### src/rtl/core/dltsd_pkg.sv
package dltsd_pkg;

    // Serial magic "DLS" 0x01
    localparam logic [31:0] MAGIC_WORD = 32'h444C_5301;

    // Header type flag bit positions
    localparam int FLAG_UEH  = 0;
    localparam int FLAG_MSBF = 1;
    localparam int FLAG_WEID = 2;
    localparam int FLAG_WSID = 3;
    localparam int FLAG_WTMS = 4;

    // Result kinds
    localparam logic [3:0] KIND_HEADER  = 4'd0;
    localparam logic [3:0] KIND_ECU     = 4'd1;
    localparam logic [3:0] KIND_SESSION = 4'd2;
    localparam logic [3:0] KIND_TMS     = 4'd3;
    localparam logic [3:0] KIND_EXT     = 4'd4;
    localparam logic [3:0] KIND_APP     = 4'd5;
    localparam logic [3:0] KIND_CTX     = 4'd6;
    localparam logic [3:0] KIND_MSGID   = 4'd7;
    localparam logic [3:0] KIND_PAYLOAD = 4'd8;
    localparam logic [3:0] KIND_ERROR   = 4'd9;

    // Error codes
    localparam logic [31:0] ERR_SIZE_RANGE = 32'd1;
    localparam logic [31:0] ERR_SIZE_SHORT = 32'd2;

    // Configuration register indexes
    localparam logic CFG_MIN_TOTAL = 1'b0;
    localparam logic CFG_MAX_TOTAL = 1'b1;

    // Order of the parse phases within a packet
    localparam logic [3:0] RANK_HDR   = 4'd1;
    localparam logic [3:0] RANK_ECU   = 4'd2;
    localparam logic [3:0] RANK_SESS  = 4'd3;
    localparam logic [3:0] RANK_TMS   = 4'd4;
    localparam logic [3:0] RANK_EXT   = 4'd5;
    localparam logic [3:0] RANK_CTX   = 4'd7;
    localparam logic [3:0] RANK_MSGID = 4'd8;

    // Parse phases, one-hot
    typedef enum logic [10:0] {
        PH_HUNT    = 11'b000_0000_0001,
        PH_HDR     = 11'b000_0000_0010,
        PH_ECU     = 11'b000_0000_0100,
        PH_SESS    = 11'b000_0000_1000,
        PH_TMS     = 11'b000_0001_0000,
        PH_EXT     = 11'b000_0010_0000,
        PH_APP     = 11'b000_0100_0000,
        PH_CTX     = 11'b000_1000_0000,
        PH_MSGID   = 11'b001_0000_0000,
        PH_PAYLOAD = 11'b010_0000_0000,
        PH_SKIP    = 11'b100_0000_0000
    } t_phase;

endpackage

### src/rtl/core/dlt_serial_stream_deframer.sv
// Serial log stream deframer. One stream byte is taken per request on the input
// channel, and a new byte can be taken in every clock cycle: each byte updates
// the parse state, and the result it completes (if any) is registered into the
// output queue when the byte is accepted. Results go through
// a two-entry output queue, so input keeps flowing while a result waits; the
// input stalls only while both queue entries are occupied. The block hunts for
// the magic 44 4C 53 01, checks the packet size against min/max_total_size
// (configuration index 0 and 1), then emits header fields, ids, extended info,
// message id and payload bytes, with o_last on the final result of a packet
// and on every error.
module dlt_serial_stream_deframer
    import dltsd_pkg::*;
(
    input  logic        i_clk,
    input  logic        i_rst_n,
    // configuration
    input  logic        i_cfg_we,
    input  logic        i_cfg_index,
    input  logic [16:0] i_cfg_data,
    // input bytes
    input  logic        i_in_valid,
    output logic        o_in_stall,
    input  logic [7:0]  i_data_byte,
    // results
    output logic        o_out_valid,
    input  logic        i_out_stall,
    output logic [3:0]  o_kind,
    output logic [31:0] o_value,
    output logic        o_last
);

    // Configuration registers
    logic [16:0] r_min_total;
    logic [16:0] r_max_total;

    // Parse state
    t_phase      r_phase,   n_phase;
    logic [31:0] r_window,  n_window;
    logic [7:0]  r_flags,   n_flags;
    logic [16:0] r_left,    n_left;
    logic [31:0] r_acc,     n_acc;
    logic [1:0]  r_idx,     n_idx;
    logic        r_verbose, n_verbose;

    // Result produced by the current byte
    logic        e_valid;
    logic [3:0]  e_kind;
    logic [31:0] e_value;
    logic        e_last;

    // Output queue
    logic [3:0]  r_q_kind  [2];
    logic [31:0] r_q_value [2];
    logic        r_q_last  [2];
    logic        r_wr_ptr;
    logic        r_rd_ptr;
    logic [1:0]  r_count;

    logic        in_take;
    logic        push;
    logic        pop;

    // Next phase after a field completes
    function automatic t_phase pick_next(input logic [3:0]  from_rank,
                                         input logic [16:0] left,
                                         input logic [7:0]  flags,
                                         input logic        verbose);
        t_phase ph;
        if (left == 17'd0)                                   ph = PH_HUNT;
        else if (from_rank < RANK_ECU  && flags[FLAG_WEID])  ph = PH_ECU;
        else if (from_rank < RANK_SESS && flags[FLAG_WSID])  ph = PH_SESS;
        else if (from_rank < RANK_TMS  && flags[FLAG_WTMS])  ph = PH_TMS;
        else if (from_rank < RANK_EXT  && flags[FLAG_UEH])   ph = PH_EXT;
        else if (from_rank < RANK_MSGID && !verbose && left >= 17'd4) ph = PH_MSGID;
        else                                                 ph = PH_PAYLOAD;
        return ph;
    endfunction

    // Handshakes
    assign o_in_stall  = (r_count == 2'd2);
    assign in_take     = i_in_valid && !o_in_stall;
    assign push        = in_take && e_valid;
    assign o_out_valid = (r_count != 2'd0);
    assign pop         = o_out_valid && !i_out_stall;

    assign o_kind  = r_q_kind[r_rd_ptr];
    assign o_value = r_q_value[r_rd_ptr];
    assign o_last  = r_q_last[r_rd_ptr];

    // Per-byte parse step
    always_comb begin
        logic [31:0] win_sh;
        logic [31:0] acc_sh;
        logic [31:0] acc_4b;
        logic [16:0] total;
        logic [16:0] need;
        logic [16:0] left_dec;
        logic [16:0] left_new;
        logic [3:0]  rank;
        logic [3:0]  kind4;
        logic        big;

        win_sh   = {r_window[23:0], i_data_byte};
        acc_sh   = {r_acc[23:0], i_data_byte};
        total    = {1'b0, acc_sh[15:0]} + 17'd4;
        need     = 17'd8
                 + (r_flags[FLAG_WEID] ? 17'd4  : 17'd0)
                 + (r_flags[FLAG_WSID] ? 17'd4  : 17'd0)
                 + (r_flags[FLAG_WTMS] ? 17'd4  : 17'd0)
                 + (r_flags[FLAG_UEH]  ? 17'd10 : 17'd0);
        left_dec = r_left - 17'd1;
        left_new = 17'd0;
        big      = 1'b0;
        acc_4b   = 32'd0;
        rank     = RANK_ECU;
        kind4    = KIND_ECU;

        n_phase   = r_phase;
        n_window  = win_sh;
        n_flags   = r_flags;
        n_left    = r_left;
        n_acc     = r_acc;
        n_idx     = r_idx;
        n_verbose = r_verbose;

        e_valid = 1'b0;
        e_kind  = KIND_HEADER;
        e_value = 32'd0;
        e_last  = 1'b0;

        unique case (r_phase)
            PH_HUNT: begin
                if (win_sh == MAGIC_WORD) begin
                    n_phase = PH_HDR;
                    n_acc   = 32'd0;
                    n_idx   = 2'd0;
                end
            end

            PH_HDR: begin
                if (r_idx == 2'd0) n_flags = i_data_byte;
                if (r_idx != 2'd3) begin
                    n_acc = acc_sh;
                    n_idx = r_idx + 2'd1;
                end else begin
                    n_acc   = 32'd0;
                    n_idx   = 2'd0;
                    e_valid = 1'b1;
                    e_kind  = KIND_ERROR;
                    e_last  = 1'b1;
                    if (total < r_min_total || total > r_max_total) begin
                        // recheck the header bytes for a magic at once
                        e_value  = ERR_SIZE_RANGE;
                        n_window = acc_sh;
                        n_phase  = (acc_sh == MAGIC_WORD) ? PH_HDR : PH_HUNT;
                    end else if (total < need) begin
                        // too short for its optional fields: skip the rest
                        e_value   = ERR_SIZE_SHORT;
                        n_verbose = 1'b0;
                        left_new  = (total > 17'd8) ? total - 17'd8 : 17'd0;
                        n_left    = left_new;
                        if (left_new != 17'd0) begin
                            n_phase = PH_SKIP;
                        end else begin
                            n_phase  = PH_HUNT;
                            n_window = 32'd0;
                        end
                    end else begin
                        n_verbose = 1'b0;
                        left_new  = total - 17'd8;
                        n_left    = left_new;
                        n_phase   = pick_next(RANK_HDR, left_new, r_flags, 1'b0);
                        if (left_new == 17'd0) n_window = 32'd0;
                        e_kind    = KIND_HEADER;
                        e_value   = acc_sh;
                        e_last    = (left_new == 17'd0);
                    end
                end
            end

            PH_SKIP: begin
                n_left = left_dec;
                if (left_dec == 17'd0) begin
                    n_phase  = PH_HUNT;
                    n_window = 32'd0;
                    n_acc    = 32'd0;
                    n_idx    = 2'd0;
                end
            end

            PH_PAYLOAD: begin
                n_left  = left_dec;
                e_valid = 1'b1;
                e_kind  = KIND_PAYLOAD;
                e_value = {24'd0, i_data_byte};
                e_last  = (left_dec == 17'd0);
                if (left_dec == 17'd0) begin
                    n_phase  = PH_HUNT;
                    n_window = 32'd0;
                    n_acc    = 32'd0;
                    n_idx    = 2'd0;
                end
            end

            PH_EXT: begin
                n_left = left_dec;
                if (r_idx == 2'd0) begin
                    // message info byte, held until the argument count arrives
                    n_acc = {24'd0, i_data_byte};
                    n_idx = 2'd1;
                end else begin
                    n_verbose = r_acc[0];
                    e_valid   = 1'b1;
                    e_kind    = KIND_EXT;
                    e_value   = {16'd0, i_data_byte, r_acc[7:0]};
                    e_last    = (left_dec == 17'd0);
                    n_acc     = 32'd0;
                    n_idx     = 2'd0;
                    if (left_dec != 17'd0) begin
                        n_phase = PH_APP;
                    end else begin
                        n_phase  = PH_HUNT;
                        n_window = 32'd0;
                    end
                end
            end

            PH_ECU, PH_SESS, PH_TMS, PH_APP, PH_CTX, PH_MSGID: begin
                n_left = left_dec;
                unique case (r_phase)
                    PH_ECU:  begin rank = RANK_ECU;   kind4 = KIND_ECU;     end
                    PH_SESS: begin rank = RANK_SESS;  kind4 = KIND_SESSION; end
                    PH_TMS:  begin rank = RANK_TMS;   kind4 = KIND_TMS;     end
                    PH_APP:  begin rank = RANK_CTX;   kind4 = KIND_APP;     end
                    PH_CTX:  begin rank = RANK_CTX;   kind4 = KIND_CTX;     end
                    default: begin rank = RANK_MSGID; kind4 = KIND_MSGID;   end
                endcase
                // ids are always first byte high, others follow MSBF
                big = (r_phase == PH_ECU) || (r_phase == PH_APP) ||
                      (r_phase == PH_CTX) || r_flags[FLAG_MSBF];
                if (big) begin
                    acc_4b = acc_sh;
                end else begin
                    acc_4b = r_acc | ({24'd0, i_data_byte} << {r_idx, 3'b000});
                end
                if (r_idx != 2'd3) begin
                    n_acc = acc_4b;
                    n_idx = r_idx + 2'd1;
                end else begin
                    e_valid = 1'b1;
                    e_kind  = kind4;
                    e_value = acc_4b;
                    e_last  = (left_dec == 17'd0);
                    n_acc   = 32'd0;
                    n_idx   = 2'd0;
                    if (r_phase == PH_APP) begin
                        n_phase = (left_dec != 17'd0) ? PH_CTX : PH_HUNT;
                    end else begin
                        n_phase = pick_next(rank, left_dec, r_flags, r_verbose);
                    end
                    if (left_dec == 17'd0) n_window = 32'd0;
                end
            end

            default: begin
                n_phase  = PH_HUNT;
                n_window = 32'd0;
                n_acc    = 32'd0;
                n_idx    = 2'd0;
            end
        endcase
    end

    // Configuration and parse state registers
    always_ff @(posedge i_clk) begin
        if (!i_rst_n) begin
            r_min_total <= 17'd8;
            r_max_total <= 17'd65539;
            r_phase     <= PH_HUNT;
            r_window    <= 32'd0;
            r_flags     <= 8'd0;
            r_left      <= 17'd0;
            r_acc       <= 32'd0;
            r_idx       <= 2'd0;
            r_verbose   <= 1'b0;
        end else begin
            if (i_cfg_we) begin
                unique case (i_cfg_index)
                    CFG_MIN_TOTAL: r_min_total <= i_cfg_data;
                    CFG_MAX_TOTAL: r_max_total <= i_cfg_data;
                    default: ;
                endcase
            end
            if (in_take) begin
                r_phase   <= n_phase;
                r_window  <= n_window;
                r_flags   <= n_flags;
                r_left    <= n_left;
                r_acc     <= n_acc;
                r_idx     <= n_idx;
                r_verbose <= n_verbose;
            end
        end
    end

    // Output queue control
    always_ff @(posedge i_clk) begin
        if (!i_rst_n) begin
            r_wr_ptr <= 1'b0;
            r_rd_ptr <= 1'b0;
            r_count  <= 2'd0;
        end else begin
            if (push) r_wr_ptr <= ~r_wr_ptr;
            if (pop)  r_rd_ptr <= ~r_rd_ptr;
            case ({push, pop})
                2'b10:   r_count <= r_count + 2'd1;
                2'b01:   r_count <= r_count - 2'd1;
                default: r_count <= r_count;
            endcase
        end
    end

    // Output queue payload
    always_ff @(posedge i_clk) begin
        if (push) begin
            r_q_kind[r_wr_ptr]  <= e_kind;
            r_q_value[r_wr_ptr] <= e_value;
            r_q_last[r_wr_ptr]  <= e_last;
        end
    end

    // Assertions
    a_no_overflow: assert property (@(posedge i_clk) disable iff (!i_rst_n)
        r_count != 2'd3)
        else $error("output queue count out of range");

    a_error_ends: assert property (@(posedge i_clk) disable iff (!i_rst_n)
        (o_out_valid && o_kind == KIND_ERROR) |-> o_last)
        else $error("error result without last");

    a_error_phase: assert property (@(posedge i_clk) disable iff (!i_rst_n)
        (push && e_kind == KIND_ERROR) |=>
            (r_phase == PH_HUNT || r_phase == PH_HDR || r_phase == PH_SKIP))
        else $error("parser not hunting or skipping after an error");

    a_left_nonzero: assert property (@(posedge i_clk) disable iff (!i_rst_n)
        (r_phase == PH_PAYLOAD || r_phase == PH_SKIP) |-> (r_left != 17'd0))
        else $error("payload or skip phase with no bytes left");

    a_hunt_clean: assert property (@(posedge i_clk) disable iff (!i_rst_n)
        (r_phase == PH_HUNT) |-> (r_idx == 2'd0 && r_acc == 32'd0))
        else $error("field state not cleared while hunting");

endmodule

### config.mk
export PLATFORM = sky130hd
export DESIGN_NAME = dlt_serial_stream_deframer
export DESIGN_NICKNAME = d
export VERILOG_FILES = /design/src/rtl/core/dltsd_pkg.sv /design/src/rtl/core/dlt_serial_stream_deframer.sv
export SDC_FILE = /design/constraint.sdc
export NUM_CORES = 1
export LEC_CHECK = 0
export BUFFER_PORTS_ARGS = -buffer_cell sky130_fd_sc_hd__buf_4
export CAP_MARGIN = 30
export CORE_ASPECT_RATIO = 0.5
export CORE_MARGIN = 1
export CORE_UTILIZATION = 25
export DETAILED_ROUTE_END_ITERATION = 16
export HOLD_SLACK_MARGIN = 0.08
export PLACE_DENSITY = 0.48
export SLEW_MARGIN = 20
export SYNTH_ARGS = -nofsm -noshare
export SYNTH_HDL_FRONTEND = slang
export SYNTH_SLANG_ARGS = --single-unit
### constraint.sdc
create_clock -name i_clk -period 6.55 [get_ports i_clk]
set_input_delay 0 -clock i_clk [delete_from_list [all_inputs] [get_ports i_clk]]
set_output_delay 0 -clock i_clk [all_outputs]
set_load 0.02 [all_outputs]
==> PnR_summary.wiki, run 1 <==
{| class="wikitable"
! Metric !! Value
|-
| Endpoint type of the worst setup path || register
|-
| Number of flip-flops and latches in the synthesized netlist || 205
|-
| Post-route cell area || 14200 um2
|-
| Number of port buffers || 69
|-
| Antenna violations before repair || 1
|-
| Number of antenna diodes || 0
|-
| Maximum clock rate || 0.198 GHz
|-
| Syn-to-layout area delta || 19.8%
|-
| Kind of start point of the critical path || register
|-
| Post-detailed-route count of antenna-violating nets || 0
|-
| Final setup viols || 0
|-
| Top_reg_cell synth || sky130_fd_sc_hd__dfxtp_1
|-
| Average vias per placed instance || 5.13
|-
| Total number of vias || approximately 11000
|-
| Slew at the pin closest to its max-slew limit || approximately 1.1 ns
|-
| Post-synth EDFFs || 74
|-
| Crit path max fanout || 56
|-
| Routability-driven placement congestion ratio || 0.893
|-
| Worst Skew || 0.0231 ns
|-
| Number of buffers inserted for hold repair after clock tree synthesis || 38
|-
| Total grt overflow || 0
|-
| Routed Wire Length || ~38000 um
|-
| Power density of the placed cells || 217 nW/um2
|-
| Proportion of netlist area held by the largest area contributor || ~22%
|-
| Instance area at placement || about 13000 um2
|-
| Root cell of the clock tree || sky130_fd_sc_hd__clkbuf_16
|-
| Overall Global Routing Usage || 15.5%
|-
| Period Utilization, post-route || ~77%
|-
| R2R cell count || 13
|-
| Clock insertion delay at the later pin of the skew report || around 0.55 ns
|-
| Clock transition at path regs || 0.06 ns
|-
| Register-to-register setup slack || ~1.5 ns
|-
| Number of distinct standard cells referenced by the synthesized netlist || 87
|-
| Worst IR Drop VDD || roughly 0.17 mV
|-
| R2r endpoint || r_phase[0]
|-
| Run status || finished, final reports clean
|-
| Min Clock Period, post-route || approximately 5.1 ns
|-
| Fraction of synthesis flops using an asynchronous set or reset pin || 0%
|-
| Reg2Reg Launch Point || r_left[0]
|-
| Sequential element share of the synthesized area || 40.8%
|-
| Worst hold-check path type || input pin to register
|-
| Ports placed on the boundary || 70
|-
| Final Total Pwr || 3080 uW
|-
| Multi-input logic area || 6380 um2
|-
| Max-slew violation count || 0
|-
| Share of cells above drive strength 1 || between 10% and 20%
|-
| Hold Fails Final Rpt || 0
|-
| Clock net sink count || 205
|-
| Post-CTS repair timing setup buffer count || 0
|-
| Fill cell total of the finished layout || 4975
|-
| Maximum clock insertion buffer count || 3
|-
| CTS tree || done
|-
| Required time of the critical path || 6.98 ns
|-
| Arr. time, crit path || 5.49 ns
|-
| Total Die Area || 48400 um2
|-
| Peak per-stage delay on the critical path || around 0.75 ns
|-
| Setup repair after global routing missed its margin || no
|-
| Cell with the largest stage delay on the worst path || sky130_fd_sc_hd__nor2b_1
|-
| Library cell occupying the most area in the post-synthesis netlist || sky130_fd_sc_hd__dfxtp_1
|-
| Count of routing violations after the opening detailed-route iteration || 961
|-
| Fin Setup TNS || 0 ns
|-
| Initial DRT Pass Iterations || 5
|-
| Cell types occupying the most area after synthesis || sky130_fd_sc_hd__dfxtp_1 22%, sky130_fd_sc_hd__edfxtp_1 19%, sky130_fd_sc_hd__ha_1 5.0%, sky130_fd_sc_hd__a21oi_1 4.9%, sky130_fd_sc_hd__nand2_1 4.6%
|-
| Net Count, Synth || 1437
|-
| Global-route wire length before repair || 58900 um
|-
| Vias in the first global route || 9931
|-
| Detailed-placement wirelength estimate || 27000 um
|-
| Deepest level of the CTS H-tree || 1
|-
| Die X || 310 um
|-
| Leak pwr || 0.00481 uW
|-
| Num rows || 56
|-
| Number of buffers added by the clock tree synthesis step || 23
|-
| Die Y-Extent || 156 um
|-
| Critical path startpoint || r_left[0]
|-
| Starting Density || 25.3%
|-
| Mapped Avg Cell Area || between 8 and 9 um2
|-
| Routed length per placed instance || 18.4 um
|-
| Syn. warnings || 0
|-
| Cell repeated most along the worst path || sky130_fd_sc_hd__nor2b_1
|-
| Nets@finish || 1506
|-
| Cells traversed along the worst timing path || inv_1, ha_1, nor2b_1, a31oi_1, nor4b_1, o21ai_0, a2111oi_2, o21ba_2, buf_4, nor2b_1, nand3_2, o32a_1, a41o_1
|-
| PostCTS Resize Cnt || 0
|-
| Commonest cells post-synth || 145 x sky130_fd_sc_hd__nand2_1, 131 x sky130_fd_sc_hd__dfxtp_1, 117 x sky130_fd_sc_hd__a21oi_1
|-
| Worst relative slew slack || 28.0%
|-
| Largest net degree at the start of global routing || between 60 and 70
|-
| Area occupied by registers || 4850 um2
|-
| Post-synthesis instance area || 11900 um2
|-
| Critical path start-end classification || register to register
|-
| Number of max-capacitance violations reported || 0
|-
| Most repeated cell in the gate-level netlist after synthesis || sky130_fd_sc_hd__nand2_1
|-
| Gate count of the mapped netlist || between 1000 and 1500
|-
| Startpoint of the lowest-slack hold path || i_cfg_data[1]
|-
| Number of remaining DRC errors || 0
|-
| Core Area || 46900 um2
|-
| Critical path capture point || r_phase[0]
|}
==> placed cells by master (no fill, tap or decap), drive strengths merged, types with 11 or more instances in the layout <==
cell | Yosys | layout
mux2 | 37 | 37
edfxtp | 74 | 74
o21ai | 81 | 81
nor3 | 32 | 32
nor2 | 116 | 116
o2bb2ai | 18 | 18
dlygate4sd3 | 0 | 38
o211ai | 18 | 18
nand4 | 18 | 18
a31oi | 12 | 12
a21oi | 118 | 118
inv | 78 | 79
or3 | 11 | 11
nor4 | 18 | 18
dfxtp | 131 | 131
o22ai | 12 | 12
xnor2 | 22 | 22
o21a | 13 | 13
ha | 47 | 47
nand2 | 145 | 145
clkbuf | 62 | 33
a32oi | 17 | 17
buf | 26 | 91
a211oi | 29 | 29
nor2b | 11 | 11
nand2b | 17 | 17
nand3 | 25 | 25
==> stage by stage <==
stage / hold WS, ns / util, % / cells / setup WS [ns]
2_1_floorplan: 0.124 / - / 1358 / 2.03
3_3_place_gp: 0.246 / 27.7 / 1994 / 1.60
3_5_place_dp: 0.250 / 27.7 / 1995 / 1.63
4_1_cts: 0.247 / 30.2 / 2074 / 1.57
5_1_grt: 0.270 / 30.3 / 2081 / 1.23
6_report: 0.267 / 30.3 / 2081 / 1.49
==> flip-flops by register name, summed over array words and instances (netlist names), named ones only <==
name,flops
r_acc,32
r_q_value,64
r_max_total,17
r_window,24
r_q_kind,8
r_left,17
r_flags,5
r_verbose,1
r_q_last,2
r_phase,11
r_min_total,17
r_idx,2
r_wr_ptr,1
r_count,2
r_rd_ptr,1
==> metal layers <==
layer / track usage [%] / wire (um) / vias to the layer above
li1: - / - / 5162
met1: 22.0 / 18600 / 5170
met2: 24.4 / 17000 / 286
met3: 2.11 / 1730 / 50
met4: 4.03 / 945 / 0
met5: 0 / 0 / -
==> where the power goes <==
part           switching, uW  internal, uW  total (uW)
registers               34.9          1350        1380
clock network            558           813        1370
logic                    207           122         329
total                    799          2280        3080
==> area by class of cell <==
cell class | count | share of cell area [%]
Inverter | 78 | 2.06
Clock inverter | 11 | 1.08
Sequential cell | 205 | 34.1
Multi-Input combinational cell | 987 | 44.9
Clock buffer | 30 | 4.51
Timing Repair Buffer | 132 | 7.81
Tap cell | 638 | 5.61
==> how the worst min path moves through the flow <==
stage | endpoint | slack (ns) | depth (start not counted)
after floorplan | r_max_total[0] | 0.12 | 2
after global placement | r_max_total[0] | 0.25 | 3
after detailed placement | r_max_total[0] | 0.25 | 3
after CTS | r_max_total[1] | 0.25 | 4
after global routing | r_min_total[0] | 0.27 | 4
final | r_max_total[1] | 0.27 | 4
==> worst max-delay path, delay by kind of cell, from the launching register on <==
family	cells	cell delay (ns)
simple gates	4	1.93
flops	1	0.34
fa+ha+maj	1	0.27
compound gates	6	1.86
buf+inv	2	0.53
==> cell families after synthesis <==
family | share of synthesized area (%)
buffers and inverters | 5.61
DFF | 40.8
adders and majority gates | 5.12
xor gates and xnor gates | 2.35
and+or+nand+nor | 19.1
muxes | 3.76
AOI/OAI and AO/OA | 23.2
Power figures use the tool's default switching activity.
==> run 2, diff against run 1 <==
--- a/config.mk
+++ b/config.mk
@@ -12,7 +12,7 @@
 export CORE_UTILIZATION = 25
 export DETAILED_ROUTE_END_ITERATION = 16
 export HOLD_SLACK_MARGIN = 0.08
-export PLACE_DENSITY = 0.48
+export PLACE_DENSITY = 0.49
 export SLEW_MARGIN = 20
 export SYNTH_ARGS = -nofsm -noshare
 export SYNTH_HDL_FRONTEND = slang
==> constraint.sdc (replaced) <==
create_clock -name i_clk -period 4.3 [get_ports i_clk]
set_input_delay 0 -clock i_clk [delete_from_list [all_inputs] [get_ports i_clk]]
set_output_delay 0 -clock i_clk [all_outputs]
set_load 0.02 [all_outputs]
==> run 2 against run 1 <==
Against the previous run:
- sequential power grew 52%
- cell count up 2.8%
- worst hold slack got worse by 0.097 ns
- largest power group unchanged
- die area unchanged
- flip-flop and latch count did not move
- critical path type unchanged
==> PnR_summary.wiki, run 2 (synthesis results as in run 1) <==
{| class="wikitable"
! Metric !! Value
|-
| Run status || finished, final reports clean
|-
| Routed Wire Length || 39400 um (+2.8%)
|-
| Final Util || 31.4% (+1.0 points)
|-
| R2r endpoint || r_q_value[0][6]
|-
| Post-route cell area || 14700 um2 (+3.4%)
|-
| Total number of vias || 10800 (+1.3%)
|-
| Ports placed on the boundary || 70 (unchanged)
|-
| Number of remaining DRC errors || 0 (unchanged)
|-
| Count of routing violations after the opening detailed-route iteration || 799 (-17%)
|-
| Endpoint type of the worst setup path || register
|-
| Total grt overflow || 0 (unchanged)
|-
| Largest register by flop count || r_q_value
|-
| Nets@finish || 1563 (+3.8%)
|-
| Deepest level of the CTS H-tree || 1 (unchanged)
|-
| Root cell of the clock tree || sky130_fd_sc_hd__clkbuf_16
|-
| Detailed-placement wirelength estimate || 28200 um (+4.5%)
|-
| Core Area || 46900 um2 (unchanged)
|-
| Final setup viols || 0 (unchanged)
|-
| Worst IR Drop VDD || 0.328 mV (+88%)
|-
| Maximum clock rate || 0.246 GHz (+24%)
|-
| Arr. time, crit path || 4.36 ns (-1.13 ns)
|-
| Biggest registers after layout || r_q_value x64, r_acc x32, r_window x24
|-
| Period Utilization, post-route || 94.7% (+17 points)
|-
| Leak pwr || 0.00512 uW (+6.5%)
|-
| Worst relative slew slack || 37.5% (+9.6 points)
|-
| Routability-driven placement congestion ratio || 0.878 (-1.7%)
|-
| Num rows || 56 (unchanged)
|-
| Largest net degree at the start of global routing || 62 (unchanged)
|-
| Hold Fails Final Rpt || 0 (unchanged)
|-
| CTS tree || done
|-
| Worst Skew || 0.0184 ns (-0.00472 ns)
|-
| Max reg flops || 64 (unchanged)
|-
| Antenna violations before repair || 0 (-1)
|-
| Routed length per placed instance || 18.4 um (about the same)
|-
| Global-route wire length before repair || 61500 um (+4.5%)
|-
| Final instance count without filler cells || 2139 (+2.8%)
|-
| Most frequent standard cell in the layout excluding fill and tap cells || sky130_fd_sc_hd__buf_4
|-
| Min Clock Period, post-route || 4.07 ns (-0.986 ns)
|-
| Fill cell total of the finished layout || 4952 (-0.46%)
|-
| Clock insertion delay at the later pin of the skew report || 0.55 ns (about the same)
|-
| R2R cell count || 15 (+2)
|-
| Max-slew violation count || 0 (unchanged)
|-
| Number of buffers added by the clock tree synthesis step || 23 (unchanged)
|-
| Critical path start-end classification || register to register
|-
| Crit path max fanout || 10 (-82%)
|-
| Place WS || 0.120 ns (-1.51 ns)
|-
| Setup slack after layout || 0.229 ns (-1.26 ns)
|-
| Kind of start point of the critical path || register
|-
| Clock transition at path regs || 0.06 ns (about the same)
|-
| Required time of the critical path || 4.59 ns (-2.39 ns)
|-
| Critical path startpoint || r_acc[0]
|-
| Maximum clock insertion buffer count || 3 (unchanged)
|-
| Die Y-Extent || 156 um (unchanged)
|-
| Setup repair after global routing missed its margin || no
|-
| Startpoint of the lowest-slack hold path || i_cfg_we
|-
| Register-to-register setup slack || 0.23 ns (-1.26 ns)
|-
| Vias in the first global route || 10500 (+5.3%)
|-
| Power density of the placed cells || 320 nW/um2 (+48%)
|-
| Die X || 310 um (unchanged)
|-
| Worst hold-check path type || input pin to register
|-
| Share of cells above drive strength 1 || 17.5% (+3.6 points)
|-
| Fin Setup TNS || 0 ns (unchanged)
|-
| Critical path capture point || r_q_value[0][6]
|-
| Reg2Reg Launch Point || r_acc[0]
|-
| Initial DRT Pass Iterations || 5 (unchanged)
|-
| Total Die Area || 48400 um2 (unchanged)
|-
| Average vias per placed instance || 5.05 (-1.5%)
|-
| Most frequent cells in the layout || 146 x sky130_fd_sc_hd__buf_4, 145 x sky130_fd_sc_hd__nand2_1, 129 x sky130_fd_sc_hd__dfxtp_1
|-
| Overall Global Routing Usage || 16.2% (+0.70 points)
|-
| Total instance count after detailed placement || 2057 (+3.1%)
|-
| Starting Density || 25.3% (unchanged)
|-
| Post-detailed-route count of antenna-violating nets || 0 (unchanged)
|-
| Clock net sink count || 205 (unchanged)
|-
| Slew at the pin closest to its max-slew limit || 0.936 ns (-0.142 ns)
|-
| Number of port buffers || 69 (unchanged)
|-
| Number of antenna diodes || 0 (unchanged)
|-
| Syn-to-layout area delta || 23.9%
|-
| Instance area at placement || 13500 um2 (+4.1%)
|-
| Number of max-capacitance violations reported || 0 (unchanged)
|}
run 2: changes by cell type in the layout (fill, tap and decap cells not counted), moves of 2 or more:
cell / before / now
sky130_fd_sc_hd__buf_4: 87 / 146
sky130_fd_sc_hd__buf_12: 2 / 5
sky130_fd_sc_hd__clkbuf_1: 3 / 6
sky130_fd_sc_hd__clkinvlp_4: 3 / 0
sky130_fd_sc_hd__clkbuf_2: 2 / 0
sky130_fd_sc_hd__dlygate4sd3_1: 38 / 36
run 2: routing by layer:
layer  up-vias  wire length (um)  GRT usage (%)  share of wire [%]
li1       5273                 -              -                  -
met1      5250             19000           22.7                 48
met2       227             17900           26.1                 45
met3        56              1580           2.00                4.0
met4         0               883           4.36                2.2
met5         -                 0              0                  0
run 2: worst max-delay path, cell delays in order, from the launching register on:
cell                       delay [ns]
sky130_fd_sc_hd__dfxtp_1         0.45
sky130_fd_sc_hd__nand4_2         0.24
sky130_fd_sc_hd__or3_1           0.43
sky130_fd_sc_hd__nand2_1         0.11
sky130_fd_sc_hd__buf_4           0.14
sky130_fd_sc_hd__ha_1            0.23
sky130_fd_sc_hd__a21o_1          0.16
sky130_fd_sc_hd__a21o_1          0.21
sky130_fd_sc_hd__a211oi_2        0.27
sky130_fd_sc_hd__o21ai_0         0.13
sky130_fd_sc_hd__a221oi_1        0.32
sky130_fd_sc_hd__buf_4           0.25
sky130_fd_sc_hd__nor4_2          0.05
sky130_fd_sc_hd__clkbuf_4        0.19
sky130_fd_sc_hd__a211o_1         0.38
sky130_fd_sc_hd__a22o_1          0.24
run 2: per-stage QoR:
step	hold slack, ns	total power [uW]
floorplan	0.124	2450
global route	0.242	4900
global placement	0.242	2660
detailed placement	0.249	2660
CTS	0.168	4750
finish	0.170	4710
run 2: what timing repair did:
item | in CTS | in global routing
endpoints found under the hold margin | 76 | 0
resized for setup | 0 | 9
buffers inserted | 0 | 1
endpoints found under the setup margin | 0 | 79
hold buffers | 36 | 0
run 2: layout make-up:
class                   count  area, um2  share of cell area, %
flip-flops and latches    205       4850                   33.0
repair buffers            189       1590                   10.8
clock inverters             8        106                  0.723
well taps                 638        798                   5.43
inverters                  78        293                   1.99
multi-input cells         987       6410                   43.6
clock buffers              34        667                   4.53
run 2: worst min path at each step:
stage | end | slack, ns | depth (start not counted)
5_1_grt | r_max_total[11] | 0.24 | 4
3_3_place_gp | r_max_total[0] | 0.24 | 3
3_5_place_dp | r_max_total[0] | 0.25 | 3
6_report | r_max_total[6] | 0.17 | 4
4_1_cts | r_max_total[6] | 0.17 | 4
2_1_floorplan | r_max_total[0] | 0.12 | 2
run 2: report_power, final:
group,internal (uW),total (uW),switching [uW]
sequential,2050,2100,55.6
clock,1200,2050,854
combinational,218,549,331
total,3470,4710,1240
